`src/rtl/core/lne_pkg.sv`:
```
// ----------------------------------------------------------------------------
// LIF neuron event update: shared package
// Types, register indexes, constants and table helpers.
// ----------------------------------------------------------------------------
package lne_pkg;

  localparam int NUM_CELLS_DEF   = 64;
  localparam int DECAY_BITS_DEF  = 8;
  localparam int CELL_W          = 6;
  localparam int MAX_CELLS       = 1 << CELL_W;
  localparam logic [30:0] LOG2E_Q30 = 31'd1549082005;

  typedef enum logic [2:0] {
    REG_INV_TAU   = 3'd0,
    REG_INV_CAP   = 3'd1,
    REG_THRESHOLD = 3'd2,
    REG_RESET_V   = 3'd3,
    REG_REFRACT   = 3'd4
  } reg_idx_t;

  typedef struct packed {
    logic [15:0]        inv_tau;
    logic [23:0]        inv_cap;
    logic signed [31:0] threshold;
    logic signed [31:0] reset_v;
    logic [15:0]        refract;
  } cfg_t;

  typedef struct packed {
    logic               in_range;
    logic [CELL_W-1:0]  cidx;
    logic [31:0]        t;
    logic signed [23:0] w;
  } item_t;

  // floor integer square root, elaboration use only
  function automatic logic [63:0] isqrt64(input logic [63:0] n_in);
    logic [63:0] n;
    logic [63:0] res;
    logic [63:0] b;
    n   = n_in;
    res = 64'd0;
    b   = 64'd1 << 62;
    while (b > n) b = b >> 2;
    while (b != 64'd0) begin
      if (n >= res + b) begin
        n   = n - (res + b);
        res = (res >> 1) + b;
      end else begin
        res = res >> 1;
      end
      b = b >> 2;
    end
    return res;
  endfunction

endpackage

```
`src/rtl/core/lne_if.sv`:
```
// ----------------------------------------------------------------------------
// LIF neuron event update: channel interfaces
// Valid/ready channels for events and results.
// ----------------------------------------------------------------------------
interface lne_evt_if;
  logic               valid;
  logic               ready;
  logic [5:0]         cell_index;
  logic [31:0]        arrival_time;
  logic signed [23:0] synapse_weight;
  modport source (output valid, cell_index, arrival_time, synapse_weight, input ready);
  modport sink   (input valid, cell_index, arrival_time, synapse_weight, output ready);
endinterface


```
`src/rtl/core/lne_front.sv`:
```
// ----------------------------------------------------------------------------
// LIF neuron event update: front end
// Takes events, flags out-of-range cells, hands items to the queue.
// ----------------------------------------------------------------------------
module lne_front #(
  parameter int NUM_CELLS = lne_pkg::NUM_CELLS_DEF
) (
  input  logic            clk,
  input  logic            rst,
  lne_evt_if.sink         evt,
  output lne_pkg::item_t  q_data,
  output logic            q_valid,
  input  logic            q_ready
);
  import lne_pkg::*;

  item_t held;
  logic  held_v;

  assign evt.ready = !held_v || q_ready;
  assign q_valid   = held_v;
  assign q_data    = held;

  always_ff @(posedge clk) begin
    if (rst) begin
      held_v <= 1'b0;
    end else if (evt.ready) begin
      held_v <= evt.valid;
    end
  end

  always_ff @(posedge clk) begin
    if (evt.valid && evt.ready) begin
      held.in_range <= 32'(evt.cell_index) < NUM_CELLS;
      held.cidx     <= evt.cell_index;
      held.t        <= evt.arrival_time;
      held.w        <= evt.synapse_weight;
    end
  end

endmodule

```
`src/flat_wrapper.sv`:
```
// flat-port wrapper written by rule: the top's interface ports become plain ports
module lne_front_flat import lne_pkg::*;
#(
  parameter int NUM_CELLS = lne_pkg::NUM_CELLS_DEF
)
  (clk, rst, q_data, q_valid, q_ready, evt_valid, evt_cell_index, evt_arrival_time, evt_synapse_weight, evt_ready);
  lne_evt_if evt_i ();
  input  logic clk;
  input  logic rst;
  output lne_pkg::item_t q_data;
  output logic q_valid;
  input  logic q_ready;
  input wire logic [$bits(evt_i.valid)-1:0] evt_valid;
  input wire logic [$bits(evt_i.cell_index)-1:0] evt_cell_index;
  input wire logic [$bits(evt_i.arrival_time)-1:0] evt_arrival_time;
  input wire logic [$bits(evt_i.synapse_weight)-1:0] evt_synapse_weight;
  output wire logic [$bits(evt_i.ready)-1:0] evt_ready;
  assign evt_i.valid = evt_valid;
  assign evt_i.cell_index = evt_cell_index;
  assign evt_i.arrival_time = evt_arrival_time;
  assign evt_i.synapse_weight = evt_synapse_weight;
  assign evt_ready = evt_i.ready;
  lne_front #(.NUM_CELLS(NUM_CELLS)) u_core (.clk(clk), .rst(rst), .evt(evt_i), .q_data(q_data), .q_valid(q_valid), .q_ready(q_ready));
endmodule
```
`config.mk`:
```
export PLATFORM = sky130hd
export DESIGN_NAME = lne_front_flat
export DESIGN_NICKNAME = d
export VERILOG_FILES = /design/src/rtl/core/lne_pkg.sv /design/src/rtl/core/lne_if.sv /design/src/rtl/core/lne_front.sv /design/src/flat_wrapper.sv
export SDC_FILE = /design/constraint.sdc
export NUM_CORES = 1
export LEC_CHECK = 0
export ABC_AREA = 0
export BUFFER_PORTS_ARGS = -buffer_cell sky130_fd_sc_hd__buf_4
export CAP_MARGIN = 20
export CORE_MARGIN = 2
export CORE_UTILIZATION = 40
export DETAILED_ROUTE_END_ITERATION = 8
export HOLD_SLACK_MARGIN = 0.15
export PLACE_DENSITY = 0.88
export SETUP_SLACK_MARGIN = 0.15
export SYNTH_ARGS = -nofsm -noshare
export SYNTH_HDL_FRONTEND = slang
export SYNTH_SLANG_ARGS = --single-unit
```
`constraint.sdc`:
```
create_clock -name clk -period 1.88 [get_ports clk]
set_clock_uncertainty 0.2 [all_clocks]
set_input_delay 0.282 -clock clk [delete_from_list [all_inputs] [get_ports clk]]
set_output_delay 0.282 -clock clk [all_outputs]
set_load 0.02 [all_outputs]
```
==> results.txt <==
- Result of the run: finished clean
* Worst vdd ir: 0.000548 V
* Standard-cell rows: 25
* Level count of the clock H-tree: 3
* Antenna viol nets, final: 0
- For this design the ratio of total power to cell area is 848 nW/um^2.
* Final hold vios: 0
- Sort of element at the end of the critical path: flip-flop
- The share of total power dissipated in combinational logic is 0.153.
- Buffer type at the clock tree root: sky130_fd_sc_hd__clkbuf_8
- Switching Power: 720 uW
- Summed over all cells, the static leakage comes to 1.63 nW.
- By area, the combinational part of the netlist is dominated by simple AND/OR/NAND/NOR gates.
- Setup repair after global routing left no endpoint under its margin.
- Diodes inserted: 0
* Compound-gate portion of the synthesized area: 0.00454
* Worst setup slack after layout: 0.238 ns
- Of the total synthesized cell area, the portion taken by full adders, half adders and majority gates is 0.
- Maximum number of pins on one net before global-route repair: 61
- Total of max-cap violations: 0
* CTS sink count: 63
- Number of antenna violations at the first check in global routing: 0
- Setup repair bufs after CTS: 0
- Chip Width: 73.4 microns
- After synthesis, the mean cell area works out to 27.9 sq um.
- Area delta synth->final: 97.3%
- Net switching fraction of the power: 0.223
- For this run the aggregate overflow at the end of global routing stands at 0.
- Clock share of power: 0.330
- In the final design database the tool counted 340 nets.
- Detailed Route Iter0 Violations: 97
- Post-synthesis cell area: 1930 sq um
- Detailed-route wire length: 5.59 mm
* Count of final max-slew check failures: 0
- Timing would allow up to 609 MHz.
- For this run, the number of Yosys warnings is 0.
* Area of the die: 5390 sq um
- CTS tree: done
- Via count: 1,468
* Via count of the first global-routing pass: 1,637
- The share of the Yosys chip area taken by registers is 0.976.
* Arrival time at the worst endpoint: 1.64 ns
- The share of total power dissipated in sequential elements is 0.517.
* Share of the synthesized netlist area taken by xor and xnor gates: 0
* Combined area of the multi-input logic cells: 35.0 sq um
* DRC errors left: 0
- After clock tree synthesis, the clock-pin slew on the worst setup and hold paths is 0.06 ns.
- First-pass detailed-route iteration total: 4
* Required time of the critical path: 1.88 ns
* Number of cells produced by synthesis: 69
- Measured against the total synthesized area, the mux share comes to 0.
- Kind of start point of the critical path: input port
* Setup Crit Path Kind: input port to flip-flop
- Routed wire per std cell: 16.8 microns
- Clock network latency to the later pin of the worst-skew pair: 0.31 ns
* Setup-violating endpoint count in the final report: 0
- Routability congestion estimate from global placement: 0.724
- Number of CTS-inserted buffers: 9
- Number of inserted filler cells in the final layout: 233
- Mean number of vias per cell: 4.42
* Sum of net half-perimeters after detailed placement: 3.06 mm
- After synthesis, the netlist uses 8 different library cells.
- Core region area: 4690 sq um
- The routed design could run at a clock period as short as 1.64 ns.
* Gr usage total: 0.218
* Final setup TNS: 0 ns
* Number of buffers on the longest clock path: 2
- Synthesized netlist net count: 135
* Number of placed I/O pins: 131
- Internal power comes to 2.51 mW.
- Of the available clock period, the critical path in the final layout requires 0.873.
- Highest fanout seen on the critical path: 2
- First-pass GRT wire length: 8.31 mm
- Before CTS, the worst setup slack after placement is 0.366 ns.
- Worst min-delay path category: input port to flip-flop
* Initial Util: 0.411
- Flip-flop and latch count after synthesis: 63
- Of the total synthesized cell area, the portion taken by AND, OR, NAND and NOR gates is 0.0117.
- Y dimension of the die: 73.4 microns
- Of the cells placed in the final design, the portion with a size suffix greater than 1 is 0.525.
* Flip-flop and latch area: 1880 sq um
- Count of buffers from port buffering: 129
==> placed cells by master, fill, tap and decap left out, drive strengths merged <==
cell         instances
buf                130
dlygate4sd3         65
edfxtp              62
clkbuf               9
clkinv               5
nand2b               1
inv                  1
a21oi                1
and2                 1
conb                 1
bufinv               1
dfxtp                1
==> power groups by stage <==
stage | Combinational, mW | Sequential (mW) | Clock [mW]
finish | 0.493 | 1.67 | 1.06
global route | 0.518 | 1.68 | 1.15
CTS | 0.487 | 1.67 | 1.08
detailed placement | 0.378 | 1.69 | 0
global placement | 0.369 | 1.69 | 0
floorplan | 0.0344 | 1.80 | 0
==> repair_timing <==
| action | CTS | global route |
|---|---|---|
| resized for setup | 0 | 0 |
| endpoints found under the hold margin | 65 | 0 |
| hold buffers | 65 | 0 |
==> registers in the layout, summed over array words and instances, names as in the netlist <==
register	cells
u_core.q_data	62
u_core.q_valid	1
==> through the flow <==
step / hold slack, ns / utilization / instance area, sq um / power [mW] / std cells
after floorplan: 0.144 / - / 1930 / 1.83 / 69
after global placement: 0.238 / 0.634 / 2980 / 2.06 / 252
after detailed placement: 0.238 / 0.634 / 2980 / 2.07 / 252
after CTS: 0.257 / 0.811 / 3800 / 3.24 / 332
after global routing: 0.267 / 0.811 / 3800 / 3.35 / 332
final: 0.276 / 0.811 / 3800 / 3.23 / 332
==> metal layers <==
metal | vias to the layer above | routed length, microns | global-route usage
met2 | 89 | 2990 | 0.375
met5 | - | 0 | 0
met4 | 0 | 127 | 0.0869
met3 | 10 | 496 | 0.0864
met1 | 687 | 1980 | 0.240
li1 | 682 | - | -
==> cell usage after synthesis <==
library cell,number,area [sq um]
sky130_fd_sc_hd__and2_4,1,8.76
sky130_fd_sc_hd__inv_1,1,3.75
sky130_fd_sc_hd__a21oi_2,1,8.76
sky130_fd_sc_hd__edfxtp_1,62,1860
sky130_fd_sc_hd__dfxtp_1,1,20.0
sky130_fd_sc_hd__conb_1,1,3.75
sky130_fd_sc_hd__nand2b_4,1,13.8
sky130_fd_sc_hd__buf_4,1,7.51
==> worst paths after layout <==
check,depth (start not counted),endpoint,slack (ns),start
min reg2reg,2,u_core.q_data[49],0.54,u_core.q_valid
max reg2reg,3,u_core.q_data[26],0.43,u_core.q_valid
min,3,u_core.q_data[49],0.28,q_ready
max,5,u_core.q_valid,0.24,evt_valid
==> area by class of cell <==
| class | count | area share |
|---|---|---|
| tap | 54 | 0.0178 |
| clock buffer | 9 | 0.0326 |
| inverter | 1 | 0.000987 |
| sequential | 63 | 0.495 |
| clock inverter | 6 | 0.0138 |
| timing repair buffer | 195 | 0.431 |
| multi-input combinational | 4 | 0.00921 |
==> cell families after synthesis <==
kind of cell / count (synthesis)
AOI/OAI and AO/OA: 1
buffers and inverters: 2
DFF: 63
other: 1
and+or+nand+nor: 2
==> critical path: stages <==
cell                            delay [ns]
sky130_fd_sc_hd__dlygate4sd3_1        0.55
sky130_fd_sc_hd__buf_4                0.15
sky130_fd_sc_hd__inv_1                0.06
sky130_fd_sc_hd__a21oi_2              0.05
sky130_fd_sc_hd__dlygate4sd3_1        0.56
Note: power is estimated with default switching activity, not from simulation.
