===== src/rtl/core/lne_pkg.sv =====
// ----------------------------------------------------------------------------
// LIF neuron event update: shared package
// Types, register indexes, constants and table helpers.
// ----------------------------------------------------------------------------
package lne_pkg;

  localparam int NUM_CELLS_DEF   = 64;
  localparam int DECAY_BITS_DEF  = 8;
  localparam int CELL_W          = 6;
  localparam int MAX_CELLS       = 1 << CELL_W;
  localparam logic [30:0] LOG2E_Q30 = 31'd1549082005;

  typedef enum logic [2:0] {
    REG_INV_TAU   = 3'd0,
    REG_INV_CAP   = 3'd1,
    REG_THRESHOLD = 3'd2,
    REG_RESET_V   = 3'd3,
    REG_REFRACT   = 3'd4
  } reg_idx_t;

  typedef struct packed {
    logic [15:0]        inv_tau;
    logic [23:0]        inv_cap;
    logic signed [31:0] threshold;
    logic signed [31:0] reset_v;
    logic [15:0]        refract;
  } cfg_t;

  typedef struct packed {
    logic               in_range;
    logic [CELL_W-1:0]  cidx;
    logic [31:0]        t;
    logic signed [23:0] w;
  } item_t;

  // floor integer square root, elaboration use only
  function automatic logic [63:0] isqrt64(input logic [63:0] n_in);
    logic [63:0] n;
    logic [63:0] res;
    logic [63:0] b;
    n   = n_in;
    res = 64'd0;
    b   = 64'd1 << 62;
    while (b > n) b = b >> 2;
    while (b != 64'd0) begin
      if (n >= res + b) begin
        n   = n - (res + b);
        res = (res >> 1) + b;
      end else begin
        res = res >> 1;
      end
      b = b >> 2;
    end
    return res;
  endfunction

endpackage


===== src/rtl/core/lne_queue.sv =====
// ----------------------------------------------------------------------------
// LIF neuron event update: item queue
// Two-entry queue between front and back end.
// ----------------------------------------------------------------------------
module lne_queue (
  input  logic           clk,
  input  logic           rst,
  input  lne_pkg::item_t wr_data,
  input  logic           wr_valid,
  output logic           wr_ready,
  output lne_pkg::item_t rd_data,
  output logic           rd_valid,
  input  logic           rd_ready
);
  import lne_pkg::*;

  item_t       slots [2];
  logic        wp;
  logic        rp;
  logic [1:0]  count;
  logic        push;
  logic        pop;

  assign wr_ready = count != 2'd2;
  assign rd_valid = count != 2'd0;
  assign rd_data  = slots[rp];
  assign push     = wr_valid && wr_ready;
  assign pop      = rd_valid && rd_ready;

  always_ff @(posedge clk) begin
    if (rst) begin
      wp    <= 1'b0;
      rp    <= 1'b0;
      count <= 2'd0;
    end else begin
      if (push) wp <= !wp;
      if (pop)  rp <= !rp;
      count <= count + 2'(push) - 2'(pop);
    end
  end

  always_ff @(posedge clk) begin
    if (push) slots[wp] <= wr_data;
  end

endmodule


===== config.mk =====
export PLATFORM = sky130hd
export DESIGN_NAME = lne_queue
export DESIGN_NICKNAME = d
export VERILOG_FILES = /design/src/rtl/core/lne_pkg.sv /design/src/rtl/core/lne_queue.sv
export SDC_FILE = /design/constraint.sdc
export NUM_CORES = 1
export LEC_CHECK = 0
export BUFFER_PORTS_ARGS = -buffer_cell sky130_fd_sc_hd__buf_2
export CORE_MARGIN = 2
export CORE_UTILIZATION = 35
export CTS_CLUSTER_DIAMETER = 120
export DETAILED_ROUTE_END_ITERATION = 16
export GPL_ROUTABILITY_DRIVEN = 1
export PLACE_DENSITY = 0.64
export SETUP_SLACK_MARGIN = 0.4
export SLEW_MARGIN = 10
export SYNTH_ARGS = -nofsm -noshare
export SYNTH_HDL_FRONTEND = slang
export SYNTH_SLANG_ARGS = --single-unit

===== constraint.sdc =====
create_clock -name clk -period 2.6 [get_ports clk]
set_clock_uncertainty 0.1 [all_clocks]
set_input_delay 0.13 -clock clk [delete_from_list [all_inputs] [get_ports clk]]
set_output_delay 0.13 -clock clk [all_outputs]
set_load 0.02 [all_outputs]

==> run_results.csv, run 1 <==
group,metric,value,unit
logic_synthesis,synth_top_family_by_area,"multiplexers",
sta,fmax,485,MHz
worst_setup_path,ff2ff_path_depth,6,
finish,nets,506,
worst_hold_path,hold_end,"rp",
logic_synthesis,synth_xor_area_share,0.181,%
outcome,status,"completed",
worst_setup_path,cp_top_family,"flip-flops",
route,postRouteAntennaNets,0,
clock_tree,cts_tree,"yes",
worst_hold_path,whs_path_depth,4,
placed_design,post-dp-hpwl,5430,um
sta,finalSetupViolCount,0,
worst_setup_path,crit_required,2.37,ns
die,initial_utilization,36.2,%
finish,drive_gt1_share,39.0,%
sta,rsz0062_at_grt,"no",
sta,fin_crit,2.06,ns
finish,final_cell_mix,"131 x buf_2, 126 x edfxtp_1, 65 x dlygate4sd3_1, 60 x mux2_1, 17 x clkbuf_16",
worst_setup_path,cp-end-kind,"output pin",
placed_design,placed_cell_area,5700,sq um
die,die_w,122,um
global_routing,overflow,0,
sta,report.final.hold_viol_count,0,
sta,fin_crit_sh,79.3,%
worst_setup_path,critPathMaxStageDelay,0.56,ns
worst_setup_path,cp.buffers_inverters,2,
worst_setup_path,crit-reg2reg-launch,"count[1]",
global_routing,grt_pass1_vias,2890,
logic_synthesis,syn_area,4840,sq um
logic_synthesis,synthMuxAreaShare,14.7,%
logic_synthesis,ys_seq_area_share,80.3,%
die,fp-row-count,42,
worst_setup_path,worstPathMaxFanout,40,
placed_design,numPortBuffers,131,
global_routing,grt_max_degree,41,
die,dieArea,14800,sq um
finish,diodes,0,
placed_design,place.gp.congestion,0.673,
clock_tree,post_cts_resized,0,
global_routing,track_usage,12.4,%
clock_tree,cts-root-buf,"clkbuf_16",
power_and_ir_drop,p_per_area,893,nW/um^2
route,dr.pass1.iters,4,
logic_synthesis,postSynthCellCount,225,
clock_tree,cts_sinks,131,
route,vias,2737,
worst_setup_path,critPathLaunchType,"flop",
worst_setup_path,crit_chain,"buf_12 > mux2_1 > buf_2",
global_routing,antenna_found_initial,0,
power_and_ir_drop,peakVddDrop,422,uV
sta,relSlewSlack,68.6,%
logic_synthesis,synthAdderAreaFrac,0.259,%
route,drt_iter0_drc,136,
clock_tree,cts.clk_slew.worst_paths,0.05,ns
worst_setup_path,slowest_stage,"dfxtp_4",
sta,worst_pin_slew,0.470,ns
worst_setup_path,critical_path_arrival,1.83,ns
route,drc,0,
logic_synthesis,synth_compound_area_share,0.905,%
power_and_ir_drop,p_leak,2.63,nW
logic_synthesis,synth_nets,293,
worst_setup_path,critPathKind,"reg2out",
finish,layout_commonest_cell,"buf_2",
die,ioPinCount,132,
route,totalWireLength,8790,um
die,design.core.area,13300,sq um
logic_synthesis,syn_area_per_cell,21.5,sq um
finish,stdcell_area,6930,sq um
sta,drv_slew,0,
logic_synthesis,yosys.area_share.simple,2.15,%
route,via_per_inst,4.37,
worst_setup_path,regToRegEndpoint,"count[1]",
logic_synthesis,synth_seq_cells,131,
die,die_h,122,um
worst_hold_path,hold_class,"in2reg",
clock_tree,cts_buffers,17,
logic_synthesis,yosysWarnings,0,
sta,fin_tns_setup,0,ns
clock_tree,clkLatencyLatePin,0.40,ns
logic_synthesis,synthDistinctLibCells,26,
clock_tree,htreeDepth,4,
route,wl_per_cell,14.0,um
finish,area_growth,43.3,%
worst_hold_path,min-delay-start,"rd_ready",
worst_setup_path,r2r_setup_slack,0.81,ns
power_and_ir_drop,power,6.19,mW
run,maxCapViolations,0,
global_routing,grt_first_pass_wirelength,13600,um
clock_tree,clockBufferDepth,2,
[logic make-up after synthesis]
group | after synthesis
AO/OA/AOI/OAI | 6
XOR/XNOR | 1
adder cells (fa/ha/maj) | 1
buffers and inverters | 8
flip-flops | 131
multiplexers | 63
AND/OR/NAND/NOR | 15
[worst max path at each step]
stage / from / to / slack, ns / depth (start not counted)
after detailed placement: count[1] / count[1] / 0.82 / 6
after floorplan: count[0] / slots[0][0] / 0.42 / 3
after global routing: flop / rd_data[18] / 0.44 / 3
after global placement: count[0] / slots[0][33] / 0.91 / 4
final: flop / rd_data[2] / 0.54 / 3
after CTS: flop / rd_data[12] / 0.50 / 3
[routing by layer]
| layer | global-route usage, % | vias up | part of all wire [%] |
|---|---|---|---|
| li1 | - | 1323 | - |
| met4 | 5.53 | 0 | 1.6 |
| met5 | 0 | - | 0 |
| met3 | 4.73 | 13 | 4.9 |
| met1 | 14.0 | 1319 | 42 |
| met2 | 21.0 | 82 | 51 |
[tightest hold or removal path: stages]
cell,delay [ns]
buf_2,0.13
o21ai_1,0.10
xor2_1,0.09
nor2_1,0.07
[registers in the layout, indices dropped and copies added, names as in the netlist, named ones only]
signal / flops
rp: 1
count: 2
slots: 126
wp: 1
[Yosys cell counts (all sizes together)]
cell    number  share of area [%]
edfxtp     126                 78
mux2        63                 15
buf          7                1.5
dfxtp        5                2.1
nor2         4               0.31
and3         2               0.39
nor2b        2               0.26
o21ai        2               0.21
a21bo        1               0.21
a21oi        1               0.10
ha           1               0.26
inv          1              0.078
nand2b       1               0.13
nand3        1               0.10
nand3b       1               0.16
nor3         1               0.21
nor4         1               0.13
nor4bb       1               0.34
o21ba        1               0.21
o31a         1               0.18
or2          1               0.13
xor2         1               0.18
[per-stage QoR]
step / instances / util [%] / worst slack, ns / hold slack, ns
floorplan: 225 / - / 0.422 / 0.0991
global placement: 530 / 42.7 / 0.907 / 0.219
detailed placement: 530 / 42.7 / 0.822 / 0.223
CTS: 627 / 51.9 / 0.501 / 0.0328
global route: 627 / 51.9 / 0.436 / 0.0600
finish: 627 / 51.9 / 0.538 / 0.0491
[power by group]
part | total (mW) | switching, mW | internal [mW]
clock | 2.29 | 0.806 | 1.48
sequential | 2.66 | 0.0933 | 2.57
combinational | 1.25 | 0.729 | 0.518
[area by class of cell]
type,count,area [sq um]
fillers,1113,6410
clock inverters,9,104
repair buffers,201,1360
clock buffers,23,478
well taps,176,220
flip-flops and latches,131,3890
multi-input cells,86,881
inverters,1,7.51
[repair_timing]
item | in CTS | in global routing
setup endpoints to repair | 0 | 0
hold buffers | 65 | 0
hold endpoints to repair | 131 | 0
setup buffers | 0 | 0
Power figures use the tool's default switching activity.
==> inputs of run 2 (changes only) <==
Settings changed: ABC_AREA set to 1.
Clock period 2.6 ns to 2.04 ns, I/O delays scaled along.
==> run_results.csv, run 2 <==
group,metric,value,unit
global_routing,antenna_found_initial,0,
die,ioPinCount,132,
sta,fin_crit,1.73,ns
sta,drv_slew,0,
worst_setup_path,crit_chain,"buf_12 > clkbuf_16 > mux2_4 > buf_6",
clock_tree,clkLatencyLatePin,0.40,ns
run,maxCapViolations,0,
logic_synthesis,post-synth-top-area-fraction,74.3,%
sta,worst_pin_slew,0.399,ns
power_and_ir_drop,p_sw,2.63,mW
worst_setup_path,slowest_stage,"dfxtp_4",
die,initial_utilization,35.4,%
outcome,status,"completed",
finish,diodes,0,
finish,drive_gt1_share,52.8,%
power_and_ir_drop,power.share.clock,27.5,%
finish,regMostFlops,"slots",
worst_setup_path,crit_required,1.84,ns
logic_synthesis,ys.flop_type,"edfxtp_1",
global_routing,grt_pass1_vias,3181,
route,wl_per_cell,15.3,um
power_and_ir_drop,internal_power,6.88,mW
finish,final_cell_mix,"126 x edfxtp_1, 73 x buf_2, 65 x dlygate4sd3_1, 63 x mux2_4, 50 x buf_6",
finish,largest_reg_flops,126,
finish,nets,532,
global_routing,grt_first_pass_wirelength,15400,um
sta,fin_crit_sh,84.9,%
global_routing,overflow,0,
route,drt_iter0_drc,114,
finish,regArea,3890,sq um
logic_synthesis,ys_seq_area_share,76.3,%
sta,rsz0062_at_grt,"yes",
sta,fin_tns_setup,0,ns
power_and_ir_drop,p_per_area,1230,nW/um^2
logic_synthesis,synthTopCellsByCount,"126 x edfxtp_1, 60 x mux2_4, 8 x inv_1, 8 x nor2_1, 7 x nand2_1",
clock_tree,cts_tree,"yes",
route,dr.pass1.iters,4,
placed_design,numPortBuffers,131,
worst_setup_path,cp_top_family,"buffers and inverters",
power_and_ir_drop,combPwrFrac,35.1,%
clock_tree,cts_sinks,131,
worst_setup_path,cp-end-kind,"output pin",
logic_synthesis,synthDistinctLibCells,16,
die,dieArea,15500,sq um
logic_synthesis,async_reset_ff_share,0,%
worst_setup_path,critPathKind,"reg2out",
worst_setup_path,critPathLaunchType,"flop",
logic_synthesis,synthTopCellsByArea,"edfxtp_1 74%, mux2_4 18%, buf_12 2.4%, dfxtp_1 2.0%, mux2_2 0.66%",
logic_synthesis,syn_area,5090,sq um
die,die_h,125,um
finish,multiInputGateArea,1080,sq um
clock_tree,clockBufferDepth,2,
finish,postLayoutCoreUtil,53.9,%
logic_synthesis,postSynthCellCount,232,
finish,reg.largest.list,"slots: 126 flops, count: 2 flops",
clock_tree,cts.clk_slew.worst_paths,0.05,ns
finish,fin_cells,659,
route,drc,0,
placed_design,post-dp-hpwl,6020,um
worst_setup_path,critical_path_arrival,1.53,ns
power_and_ir_drop,seqPwrFrac,37.3,%
sta,report.final.hold_viol_count,0,
logic_synthesis,synth_nets,300,
power_and_ir_drop,p_leak,3.09,nW
die,design.core.area,14400,sq um
power_and_ir_drop,peakVddDrop,575,uV
clock_tree,cts-root-buf,"clkbuf_16",
worst_setup_path,cp.buffers_inverters,3,
global_routing,track_usage,13.1,%
route,vias,2891,
logic_synthesis,synth_seq_cells,131,
finish,nFillCells,1144,
worst_setup_path,worstPathMaxFanout,5,
worst_setup_path,critPathMaxStageDelay,0.38,ns
finish,area_growth,52.1,%
global_routing,grt_max_degree,36,
clock_tree,htreeDepth,4,
logic_synthesis,synth.largest_area_cell,"edfxtp_1",
placed_design,dp.cells,549,
finish,layout_commonest_cell,"edfxtp_1",
logic_synthesis,yosysWarnings,0,
route,postRouteAntennaNets,0,
route,via_per_inst,4.39,
logic_synthesis,synth.most_common_cell,"edfxtp_1",
clock_tree,cts_buffers,17,
sta,finalSetupViolCount,0,
sta,fmax,577,MHz
power_and_ir_drop,switching_share,27.7,%
worst_hold_path,hold_class,"in2reg",
placed_design,place.gp.congestion,0.698,
logic_synthesis,syn_area_per_cell,21.9,sq um
logic_synthesis,synth-edff-count,126,
sta,relSlewSlack,73.4,%
die,fp-row-count,44,
route,totalWireLength,10100,um
die,die_w,125,um
run 2: cell types whose count changed in the layout (fill, tap and decap cells not counted), moves of 4 or more:
cell     delta
buf_2      -58
inv_1       +7
mux2_1     -60
nand2_1     +6
buf_12      +4
buf_4      +15
buf_6      +50
mux2_4     +63
run 2: through the flow:
| step | power [mW] | hold WS (ns) | instance area [sq um] | setup WS (ns) |
|---|---|---|---|---|
| after floorplan | 5.43 | 0.0658 | 5120 | 0.00512 |
| after global placement | 6.03 | 0.190 | 5990 | 0.539 |
| after detailed placement | 6.07 | 0.195 | 5990 | 0.466 |
| after CTS | 9.22 | 0.0287 | 7440 | 0.266 |
| after global routing | 9.93 | 0.111 | 7740 | 0.245 |
| final | 9.51 | 0.0488 | 7740 | 0.308 |
run 2: cell families (layout without fill, tap and decap cells):
group                    after synthesis  count (layout)  synth area share, %
AND/OR/NAND/NOR                       19              19                 1.55
buffers and inverters                 15             258                 3.17
multiplexers                          63              63                 18.4
adder cells (fa/ha/maj)                1               1                0.246
AO/OA/AOI/OAI                          2               2                0.197
XOR/XNOR                               1               1                0.172
flip-flops                           131             131                 76.3
run 2: tightest hold or removal path, cell delays in order:
cell and delay [ns]:
buf_2 0.09, inv_1 0.07, nor2_2 0.05, nand2_1 0.06
nand2_1 0.06, nor2_1 0.08
run 2: per-layer routing:
metal / global-route usage (%) / vias to the layer above / share of wire [%]
met3: 5.76 / 10 / 6.2
li1: - / 1360 / -
met1: 13.3 / 1423 / 38
met4: 4.56 / 0 / 1.0
met2: 23.8 / 98 / 55
met5: 0 / - / 0
run 2: final timing paths:
check | from | endpoint | slack, ns | cells after the start
max | flop | rd_data[10] | 0.31 | 4
min | rd_ready | rp | 0.05 | 6
max reg2reg | count[0] | slots[1][44] | 0.51 | 5
min reg2reg | rp | rp | 0.43 | 2
run 2: layout make-up:
class | instances | area share [%]
tap | 184 | 2.97
timing repair buffer | 220 | 25.8
sequential | 131 | 50.3
clock buffer | 22 | 5.74
clock inverter | 8 | 0.824
multi-input combinational | 86 | 14.0
inverter | 8 | 0.388
run 2: repair_timing:
| item | in CTS | in global routing |
|---|---|---|
| hold buffers | 65 | 0 |
| setup endpoints to repair | 62 | 64 |
| gates resized for setup | 52 | 79 |
| setup buffers | 8 | 3 |
| hold endpoints to repair | 131 | 0 |
| pin swaps | 0 | 1 |
| gates cloned | 2 | 2 |
run 2: power by group through the flow:
stage                     Clock, mW  Sequential [mW]  Combinational (mW)
after CTS                      2.70             3.55                2.97
final                          2.62             3.55                3.34
after detailed placement          0             3.64                2.43
after global placement            0             3.61                2.43
after global routing           2.81             3.58                3.54
after floorplan                   0             3.56                1.87
